===== src/rtl/lbm_pkg.sv =====
`timescale 1ns / 1ps
package lbm_pkg;

	localparam int STRIP_LENGTH_DEF = 60;

	localparam logic [10:0] FULL_SCALE = 11'd1023;

	localparam logic [2:0] REG_BAR_BLUE   = 3'd0;
	localparam logic [2:0] REG_BAR_GREEN  = 3'd1;
	localparam logic [2:0] REG_BAR_YELLOW = 3'd2;
	localparam logic [2:0] REG_MIR_BLUE   = 3'd3;
	localparam logic [2:0] REG_MIR_GREEN  = 3'd4;
	localparam logic [2:0] REG_MIR_YELLOW = 3'd5;

	localparam logic [6:0] RST_BAR_BLUE   = 7'd6;
	localparam logic [6:0] RST_BAR_GREEN  = 7'd36;
	localparam logic [6:0] RST_BAR_YELLOW = 7'd51;
	localparam logic [6:0] RST_MIR_BLUE   = 7'd3;
	localparam logic [6:0] RST_MIR_GREEN  = 7'd18;
	localparam logic [6:0] RST_MIR_YELLOW = 7'd26;

	typedef struct packed {
		logic [9:0] level_sample;
		logic       mirror_mode;
	} item_t;

	typedef struct packed {
		logic [5:0] pixel_index;
		logic [7:0] red;
		logic [7:0] green;
		logic [7:0] blue;
		logic       last_pixel;
	} result_t;

	typedef struct packed {
		logic [6:0] bar_blue_end;
		logic [6:0] bar_green_end;
		logic [6:0] bar_yellow_end;
		logic [6:0] mirror_blue_end;
		logic [6:0] mirror_green_end;
		logic [6:0] mirror_yellow_end;
	} limits_t;

	typedef struct packed {
		logic [6:0] count;
		logic       mirror;
	} scaled_t;

	typedef struct packed {
		logic       valid;
		logic [5:0] idx;
		logic [6:0] count;
		logic       mirror;
		logic       last;
	} pix_t;

endpackage


===== src/rtl/led_bar_level_meter.sv =====
`timescale 1ns / 1ps
// When idle, a start transfer passes the scaler stages, the pixel sequencer and the
// colour stages before its first pixel is strobed. The pixel sequencer sets one pixel
// per cycle in a frame; up to two samples queue behind it and follow with no gap.
// The receiver cannot stall: each pixel is shown for one cycle under result_valid.
// Reset (arst_n low) empties the pipeline and loads the default band limits.
module led_bar_level_meter import lbm_pkg::*; #(
	parameter int STRIP_LENGTH = STRIP_LENGTH_DEF
) (
	input  logic       clk,
	input  logic       arst_n,
	input  logic       start,
	output logic       busy,
	input  item_t      item,
	input  logic       cfg_we,
	input  logic [2:0] cfg_index,
	input  logic [6:0] cfg_data,
	output logic       result_valid,
	output result_t    result
);

	limits_t limits_q;
	logic    scaled_valid;
	scaled_t scaled;
	logic    take;
	pix_t    pix;

	always_ff @(posedge clk or negedge arst_n) begin
		if (!arst_n) begin
			limits_q.bar_blue_end      <= RST_BAR_BLUE;
			limits_q.bar_green_end     <= RST_BAR_GREEN;
			limits_q.bar_yellow_end    <= RST_BAR_YELLOW;
			limits_q.mirror_blue_end   <= RST_MIR_BLUE;
			limits_q.mirror_green_end  <= RST_MIR_GREEN;
			limits_q.mirror_yellow_end <= RST_MIR_YELLOW;
		end else if (cfg_we) begin
			unique case (cfg_index)
				REG_BAR_BLUE:   limits_q.bar_blue_end      <= cfg_data;
				REG_BAR_GREEN:  limits_q.bar_green_end     <= cfg_data;
				REG_BAR_YELLOW: limits_q.bar_yellow_end    <= cfg_data;
				REG_MIR_BLUE:   limits_q.mirror_blue_end   <= cfg_data;
				REG_MIR_GREEN:  limits_q.mirror_green_end  <= cfg_data;
				REG_MIR_YELLOW: limits_q.mirror_yellow_end <= cfg_data;
				default: ;
			endcase
		end
	end

	lbm_scale #(.STRIP_LENGTH(STRIP_LENGTH)) u_scale (
		.clk          (clk),
		.arst_n       (arst_n),
		.start        (start),
		.item         (item),
		.busy         (busy),
		.take         (take),
		.scaled_valid (scaled_valid),
		.scaled       (scaled)
	);

	lbm_seq #(.STRIP_LENGTH(STRIP_LENGTH)) u_seq (
		.clk          (clk),
		.arst_n       (arst_n),
		.scaled_valid (scaled_valid),
		.scaled       (scaled),
		.take         (take),
		.pix          (pix)
	);

	lbm_colour #(.STRIP_LENGTH(STRIP_LENGTH)) u_colour (
		.clk          (clk),
		.arst_n       (arst_n),
		.pix          (pix),
		.limits       (limits_q),
		.result_valid (result_valid),
		.result       (result)
	);

endmodule


===== src/rtl/lbm_scale.sv =====
`timescale 1ns / 1ps
module lbm_scale import lbm_pkg::*; #(
	parameter int STRIP_LENGTH = STRIP_LENGTH_DEF
) (
	input  logic    clk,
	input  logic    arst_n,
	input  logic    start,
	input  item_t   item,
	output logic    busy,
	input  logic    take,
	output logic    scaled_valid,
	output scaled_t scaled
);

	localparam logic [15:0] N16 = 16'(STRIP_LENGTH);

	logic        v_s1, v_s2;
	logic [15:0] prod_s1;
	logic        mirror_s1;
	scaled_t     scaled_s2;
	logic        adv1, adv2;
	logic [5:0]  q0;
	logic [10:0] rem;
	logic [6:0]  count;

	assign adv2 = !v_s2 || take;
	assign adv1 = !v_s1 || adv2;
	assign busy = !adv1;

	// x / 1023: quotient estimate x >> 10, remainder stays below 2 * 1023
	assign q0    = prod_s1[15:10];
	assign rem   = {1'b0, prod_s1[9:0]} + 11'(q0);
	assign count = 7'(q0) + ((rem >= FULL_SCALE) ? 7'd1 : 7'd0);

	always_ff @(posedge clk or negedge arst_n) begin
		if (!arst_n) begin
			v_s1 <= 1'b0;
			v_s2 <= 1'b0;
		end else begin
			if (adv1) v_s1 <= start;
			if (adv2) v_s2 <= v_s1;
		end
	end

	always_ff @(posedge clk) begin
		if (adv1) begin
			prod_s1   <= 16'(item.level_sample) * N16;
			mirror_s1 <= item.mirror_mode;
		end
		if (adv2) begin
			scaled_s2.count  <= count;
			scaled_s2.mirror <= mirror_s1;
		end
	end

	assign scaled_valid = v_s2;
	assign scaled       = scaled_s2;

endmodule


===== src/rtl/lbm_seq.sv =====
`timescale 1ns / 1ps
module lbm_seq import lbm_pkg::*; #(
	parameter int STRIP_LENGTH = STRIP_LENGTH_DEF
) (
	input  logic    clk,
	input  logic    arst_n,
	input  logic    scaled_valid,
	input  scaled_t scaled,
	output logic    take,
	output pix_t    pix
);

	localparam logic [5:0] LAST = 6'(STRIP_LENGTH - 1);

	logic       active_q;
	logic [5:0] idx_q;
	logic [6:0] count_q;
	logic       mirror_q;

	assign take = !active_q || (idx_q == LAST);

	always_ff @(posedge clk or negedge arst_n) begin
		if (!arst_n) begin
			active_q <= 1'b0;
			idx_q    <= '0;
		end else if (take) begin
			active_q <= scaled_valid;
			idx_q    <= '0;
		end else begin
			idx_q <= idx_q + 6'd1;
		end
	end

	always_ff @(posedge clk) begin
		if (take) begin
			count_q  <= scaled.count;
			mirror_q <= scaled.mirror;
		end
	end

	assign pix.valid  = active_q;
	assign pix.idx    = idx_q;
	assign pix.count  = count_q;
	assign pix.mirror = mirror_q;
	assign pix.last   = (idx_q == LAST);

endmodule


===== src/rtl/lbm_colour.sv =====
`timescale 1ns / 1ps
module lbm_colour import lbm_pkg::*; #(
	parameter int STRIP_LENGTH = STRIP_LENGTH_DEF
) (
	input  logic    clk,
	input  logic    arst_n,
	input  pix_t    pix,
	input  limits_t limits,
	output logic    result_valid,
	output result_t result
);

	localparam logic [5:0] LAST = 6'(STRIP_LENGTH - 1);

	localparam logic [2:0] BAND_OFF    = 3'd0;
	localparam logic [2:0] BAND_BLUE   = 3'd1;
	localparam logic [2:0] BAND_GREEN  = 3'd2;
	localparam logic [2:0] BAND_YELLOW = 3'd3;
	localparam logic [2:0] BAND_RED    = 3'd4;

	logic       v_s1, v_s2, v_s3;
	logic [5:0] idx_s1, idx_s2;
	logic       lit_s1;
	logic [5:0] pos_s1;
	logic       mirror_s1;
	logic       blue_hi_s1, blue_hi_s2;
	logic       last_s1, last_s2;
	logic [2:0] band_s2;
	result_t    result_s3;

	logic [5:0] half, far_d, pos;
	logic       lit, blue_hi;
	logic [6:0] b_end, g_end, y_end;
	logic [2:0] band;
	logic [7:0] r, g, b;

	assign half  = pix.count[6:1];
	assign far_d = LAST - pix.idx;

	always_comb begin
		lit     = 1'b0;
		pos     = pix.idx;
		blue_hi = 1'b0;
		if (!pix.mirror) begin
			lit = {1'b0, pix.idx} < pix.count;
		end else if (pix.idx < half) begin
			lit     = 1'b1;
			blue_hi = 1'b1;
		end else if (far_d < half) begin
			lit = 1'b1;
			pos = far_d;
		end
	end

	assign b_end = mirror_s1 ? limits.mirror_blue_end   : limits.bar_blue_end;
	assign g_end = mirror_s1 ? limits.mirror_green_end  : limits.bar_green_end;
	assign y_end = mirror_s1 ? limits.mirror_yellow_end : limits.bar_yellow_end;

	always_comb begin
		if (!lit_s1)                   band = BAND_OFF;
		else if ({1'b0, pos_s1} < b_end) band = BAND_BLUE;
		else if ({1'b0, pos_s1} < g_end) band = BAND_GREEN;
		else if ({1'b0, pos_s1} < y_end) band = BAND_YELLOW;
		else                           band = BAND_RED;
	end

	always_comb begin
		case (band_s2)
			BAND_BLUE: begin
				r = 8'd0;
				g = 8'd25;
				b = blue_hi_s2 ? 8'd255 : 8'd225;
			end
			BAND_GREEN: begin
				r = 8'd0;
				g = 8'd255;
				b = 8'd25;
			end
			BAND_YELLOW: begin
				r = 8'd120;
				g = 8'd225;
				b = 8'd0;
			end
			BAND_RED: begin
				r = 8'd255;
				g = 8'd0;
				b = 8'd0;
			end
			default: begin
				r = 8'd0;
				g = 8'd0;
				b = 8'd0;
			end
		endcase
	end

	always_ff @(posedge clk or negedge arst_n) begin
		if (!arst_n) begin
			v_s1 <= 1'b0;
			v_s2 <= 1'b0;
			v_s3 <= 1'b0;
		end else begin
			v_s1 <= pix.valid;
			v_s2 <= v_s1;
			v_s3 <= v_s2;
		end
	end

	always_ff @(posedge clk) begin
		idx_s1     <= pix.idx;
		lit_s1     <= lit;
		pos_s1     <= pos;
		mirror_s1  <= pix.mirror;
		blue_hi_s1 <= blue_hi;
		last_s1    <= pix.last;

		idx_s2     <= idx_s1;
		band_s2    <= band;
		blue_hi_s2 <= blue_hi_s1;
		last_s2    <= last_s1;

		result_s3.pixel_index <= idx_s2;
		result_s3.red         <= r;
		result_s3.green       <= g;
		result_s3.blue        <= b;
		result_s3.last_pixel  <= last_s2;
	end

	assign result_valid = v_s3;
	assign result       = result_s3;

endmodule


===== config.mk =====
export PLATFORM = sky130hd
export DESIGN_NAME = led_bar_level_meter
export DESIGN_NICKNAME = d
export VERILOG_FILES = /design/src/rtl/lbm_pkg.sv /design/src/rtl/led_bar_level_meter.sv /design/src/rtl/lbm_scale.sv /design/src/rtl/lbm_seq.sv /design/src/rtl/lbm_colour.sv
export SDC_FILE = /design/constraint.sdc
export NUM_CORES = 1
export LEC_CHECK = 0
export ABC_AREA = 1
export BUFFER_PORTS_ARGS = -buffer_cell sky130_fd_sc_hd__buf_2
export CORE_MARGIN = 5
export CORE_UTILIZATION = 55
export CTS_BUF_LIST = sky130_fd_sc_hd__clkbuf_2 sky130_fd_sc_hd__clkbuf_4 sky130_fd_sc_hd__clkbuf_8
export DETAILED_ROUTE_END_ITERATION = 10
export HOLD_SLACK_MARGIN = 0.08
export PLACE_DENSITY = 0.82
export SETUP_SLACK_MARGIN = 0.3
export SLEW_MARGIN = 20
export SYNTH_ARGS = -nofsm -noshare
export SYNTH_HDL_FRONTEND = slang
export SYNTH_HIERARCHICAL = 1
export SYNTH_SLANG_ARGS = --single-unit

===== constraint.sdc =====
create_clock -name clk -period 3.9 [get_ports clk]
set_clock_uncertainty 0.05 [all_clocks]
set_input_delay 0.78 -clock clk [delete_from_list [all_inputs] [get_ports clk]]
set_output_delay 0.78 -clock clk [all_outputs]
set_load 0.02 [all_outputs]

---- Word level (Yosys, flattened, before mapping) ----
Index checks and enable logic that the tools add are counted.
cells by class
  add/sub/neg operators ................... 4
  $mul .................................... 1
  magnitude comparators ................... 7
  eq/ne operators ......................... 10
  mux-type cells .......................... 19
  bitwise gates (word level) .............. 1
  reductions and logical operators ........ 16
operators with widths
  kind                                                                                   number
  8-bit case mux with 2 select lines                                                     2
  6-bit by 7-bit < comparator with 1-bit output                                          4
  6-bit 2-to-1 mux                                                                       4
  8-bit case mux with 3 select lines                                                     1
  7-bit 2-to-1 mux                                                                       3
  10-bit by 4-bit multiplier with 14-bit output, second input constant                   1
  3-bit by 2-bit equality test with 1-bit output, second input constant                  4
  6-bit < comparator                                                                     2
  2-bit AND reduction                                                                    6
  10-bit by 6-bit adder with 11-bit output                                               1
  11-bit by 10-bit greater-or-equal comparator with 1-bit output, second input constant  1
  3-bit equality test, second input constant                                             3
  6-bit by 7-bit adder with 7-bit output                                                 1
  6-bit by 1-bit adder with 6-bit output, second input constant                          1
  3-bit by 1-bit equality test with 1-bit output, second input constant                  2
  6-bit equality test, second input constant                                             1
  1-bit 2-to-1 mux                                                                       6
  6-bit subtractor, first input constant                                                 1
  5-bit 2-to-1 mux                                                                       1
  1-bit zero test                                                                        4
  3-bit zero test                                                                        1
  1-bit logical OR                                                                       3
  3-bit 2-to-1 mux                                                                       1
  3-bit OR reduction                                                                     1
  other kinds (3)                                                                        3
word-level totals
  register bits ........................... 143
  input bits .............................. 25
  output and inout port bits .............. 33

---- Depth between registers and ports, before layout ----
  depth after elaboration ................. 5
  depth in mapped cells ................... 14

---- Modules after synthesis ----
Netlist, hierarchy kept.
by module, submodules not included
  module               instances  cells each  area each (µm²)  seq. area each (µm²)
  lbm_colour           1          259         2289.7           935.9
  lbm_scale            1          247         2182.1           740.7
  led_bar_level_meter  1          193         1735.4           1069.8
  lbm_seq              1          43          595.6            415.4

---- Least setup slack after synthesis ----
No wires, ideal clock.
  path kind ............................... input -> register
  from .................................... in item[6] (netlist bit)
  to ...................................... reg u_scale.prod_s1[12] (data pin)
  library setup time ...................... 0.252 ns
  arrival ................................. 2.793 ns
  setup slack ............................. 0.805 ns
  cell stages on the path ................. 11
  path through ............................ inv_1 -> fa_1 -> fa_1 -> inv_1 -> ha_1 -> a21oi_1 -> nor2_1 -> nor2_1 -> nand2_1 -> nand2_1 -> nand2_1
on the way
  word-level cells in the longest chain between the ends .. 1
ends and longest elaborated chain
  item                                           line                       text
  start: declaration                             led_bar_level_meter.sv:14  input item_t item,
  10-bit by 4-bit multiplier with 14-bit output  lbm_scale.sv:47            prod_s1 <= 16'(item.level_sample) * N16;
  end signal: assignment                         lbm_scale.sv:47
  end: declaration                               lbm_scale.sv:18            logic [15:0] prod_s1;
No other way between the ends.
A chain may end at the register's enable or synchronous reset.

---- Final worst setup path ----
  from .................................... reg u_seq.idx_q[0]
  to ...................................... out busy
on the way
  word-level cells in the longest chain between the ends .. 5
ends and longest elaborated chain
  item                      line                       text
  start: declaration        lbm_seq.sv:16              logic [5:0] idx_q;
  start signal: assignment  lbm_seq.sv:30              idx_q <= idx_q + 6'd1;
  6-bit equality test       lbm_seq.sv:20              assign take = !active_q || (idx_q == LAST);
  1-bit logical OR          lbm_seq.sv:20
  named net take            led_bar_level_meter.sv:25  logic take;
  1-bit logical OR          lbm_scale.sv:26            assign adv2 = !v_s2 || take;
  named net u_scale.adv2    lbm_scale.sv:21            logic adv1, adv2;
  1-bit logical OR          lbm_scale.sv:27            assign adv1 = !v_s1 || adv2;
  1-bit zero test           lbm_scale.sv:28            assign busy = !adv1;
  end: declaration          led_bar_level_meter.sv:13  output logic busy,
The timed path passes the listed nets, and every way through them passes these cells.

==> metrics.yaml <==
fin_crit_sh_pct: 82.7
dieArea_sq_um: 14700
wire_per_inst_um: 12.7
grt_pass1_wl_um: 21700
rr_worst_depth: 12
syn_inst: 742
path_cells: "ha_1 > nand3b_4 > o21ai_4 > buf_4 > inv_1 > nand2_1 > nor2_1 > buf_2"
route.detailed.vias_per_inst: 4.98
ir_drop_v: 0.000338
antenna_cells: 0
finalSetupViolCount: 0
postCtsSetupBuffers: 0
fp-row-count: 40
core-area_sq_um: 12100
gp_congestion: 0.908
start_util_pct: 56.4
ios: 58
syn_area_sq_um: 6800
vias: 4885
seqCellArea_sq_um: 3160
synth_warnings: 6
cts_tree: "yes"
syn2layout_area_growth_pct: 11.9
syn-num-nets: 839
clk_latency_ns: 0.43
synth_flop_cell: "dfxtp_1"
cp_max_fo: 16
power.density_nw_per_um2: 654
dp_hpwl_um: 9280
final_nets: 897
grt_pass1_vias: 4794
port_buffers: 57
min_path_type: "flop to flop"
path_buf_inv: 3
grt_usage_pct: 18.4
numCtsBuffers: 17
die_x_um: 121
cp_slowest_cell: "dfrtp_1"
htreeDepth: 4
rr_startpoint: "u_scale/prod_s1[12]$_DFFE_PN_"
ff2ff_setup_slack_ns: 1.20
ys_ff_latch: 128
drive_gt1_share_pct: 16.9
grt_setup_unrepaired: "false"
cts_hold_buf: 0
path_class: "flop to output pin"
ys_seq_area_share_pct: 46.5
cp_data_required_time_ns: 3.07
min_path_cells: 0
grt_max_degree: 43
status: "finished clean"
path_delay_family: "simple AND/OR/NAND/NOR gates"
p_leak_uw: 0.00398
ys_async_sr_fraction_pct: 42.2
holdPathEnd: "u_colour/result[30]$_DFF_P_"
max_stage_delay_ns: 0.49
route.detailed.drc: 0
max_freq_mhz: 310
fin_util_pct: 63.1
crit_path_end_kind: "output pin"
antenna_found_initial: 0
cp-start-kind: "flop"
slew_headroom_pct: 38.1
totalWireLength_um: 12400
drt_iter0_drc: 263
drt_pass1_iterations: 5
min_from: "u_colour/idx_s2[5]$_DFF_P_"
n_fill_cell: 986
multiInputGateArea_sq_um: 3070
setup_tns_ns: 0
tightestPinTransition_ns: 0.929
ant_nets: 0
synth_edf_count: 31
worst_r2r_endpoint: "u_scale/scaled[7]$_DFFE_PP_"
startpoint: "u_seq/idx_q[0]$_DFF_PN0_"
cts_root_buf: "clkbuf_8"
grt.overflow.total: 0
final_hold_viol_count: 0
clock_path_buffers: 2
cts_resized: 0
arrival_ns: 2.39
fin_crit_ns: 3.22
cap_viol_max_count: 0
synth.distinct_cells: 36
die_h_um: 121
slew_viol_final: 0
clk_pin_slew_worst_paths_ns: 0.07
avgSynthCellArea_sq_um: 9.17
cts_sinks: 128
## per-layer routing
layer	vias to the layer above	GRT usage, %	share of wire (%)
met5	-	0	0
li1	2460	-	-
met1	2269	23.5	44
met3	12	4.66	5.6
met4	0	6.51	1.2
met2	144	30.5	49
## state kept, by name, summed over array words and instances (netlist names), 3 cells and up
signal / flops
u_colour/result: 17
u_colour/pos_s1: 6
u_seq/count_q: 7
u_colour/idx_s2: 6
u_scale/prod_s1: 14
limits_q: 42
u_colour/idx_s1: 5
u_seq/idx_q: 6
u_scale/scaled: 8
u_colour/band_s2: 3
## power breakdown
part / total [uW] / switching, uW / internal, uW
sequential: 1980 / 230 / 1750
combinational: 1720 / 1070 / 656
clock: 1280 / 539 / 737
total: 4980 / 1830 / 3140
## synthesized netlist by cell type (4+ instances only)
master	count	area share (%)
nor2_2	4	0.37
edfxtp_1	31	14
dfxtp_1	43	13
nand4_1	5	0.46
a21oi_1	22	1.6
nor2_1	35	1.9
ha_1	54	9.9
dfstp_2	15	5.8
dfrtp_1	39	14
o21ai_0	7	0.51
nor2_4	5	0.83
mux2i_1	15	2.2
inv_1	106	5.8
nand3_1	56	4.1
nand2_1	214	12
fa_1	18	5.3
xor2_1	15	1.9
buf_4	20	2.2
o21bai_1	4	0.44
nand2_2	9	0.83
## worst max-delay path by stage
stage | cells after the start | slack, ns | end
after CTS | 8 | 0.62 | busy
after global placement | 14 | 0.57 | u_scale/prod_s1[13]$_DFFE_PN_
after global routing | 8 | 0.49 | busy
after floorplan | 11 | 0.80 | u_scale/prod_s1[12]$_DFFE_PN_
after detailed placement | 12 | 0.51 | u_scale/prod_s1[12]$_DFFE_PN_
final | 8 | 0.68 | busy
## worst register-to-register path, cell delays in order, from the launching register on
cell,delay [ns]
edfxtp_1,0.45
ha_1,0.23
inv_1,0.08
fa_1,0.43
inv_1,0.08
nand4_1,0.09
nor2_1,0.12
nand3_1,0.07
a21oi_1,0.17
ha_1,0.21
ha_1,0.20
nand3_1,0.12
nor3b_1,0.23
## cells by family (layout without fill, tap and decap cells)
family	after synthesis	count (layout)	synth area share (%)
AND/OR/NAND/NOR	339	339	21.8
buffers and inverters	130	201	8.39
flip-flops	128	128	46.5
adder cells (fa/ha/maj)	72	72	15.2
AO/OA/AOI/OAI	41	41	3.70
XOR/XNOR	17	17	2.19
multiplexers	15	15	2.21
## metrics by stage
stage               setup WS, ns  total power, uW  area, sq um  hold WS [ns]  cells
floorplan                  0.805             3290         6800         0.260    742
detailed placement         0.510             3710         7160         0.263    949
finish                     0.676             4980         7610         0.274    981
global route               0.493             5370         7610         0.290    981
CTS                        0.624             5010         7610         0.281    981
global placement           0.573             3630         7160         0.260    949
## final cells by class
class / count / area share (%)
Multi-Input combinational cell: 484 / 40.3
Sequential cell: 128 / 41.5
Clock inverter: 13 / 2.61
Inverter: 109 / 5.37
Timing Repair Buffer: 60 / 4.04
Clock buffer: 19 / 3.35
Tap cell: 168 / 2.76
## placed cells by master (no fill, tap or decap), types with 2 or more instances in the layout
cell | synthesis | layout
nand4_1 | 5 | 5
mux2i_1 | 15 | 15
nand2_2 | 9 | 9
edfxtp_1 | 31 | 31
dfstp_2 | 15 | 15
o21bai_1 | 4 | 4
nor2_1 | 35 | 35
nor2_2 | 4 | 4
clkinvlp_4 | 0 | 2
nand3_1 | 56 | 56
nor3_1 | 2 | 2
nor2_4 | 5 | 5
buf_2 | 0 | 57
bufinv_16 | 0 | 4
dfxtp_1 | 43 | 43
buf_4 | 20 | 3
a21o_1 | 3 | 3
inv_2 | 3 | 3
dfrtp_1 | 39 | 39
xnor2_1 | 2 | 2
nand2_4 | 2 | 2
ha_1 | 54 | 54
o21ai_1 | 2 | 2
nand3_2 | 2 | 2
fa_1 | 18 | 18
clkbuf_8 | 0 | 18
nand2_1 | 214 | 214
o21ai_0 | 7 | 7
xor2_1 | 15 | 15
inv_1 | 106 | 106
inv_6 | 0 | 5
a21oi_1 | 22 | 22
(Power assumes the default switching activity.)
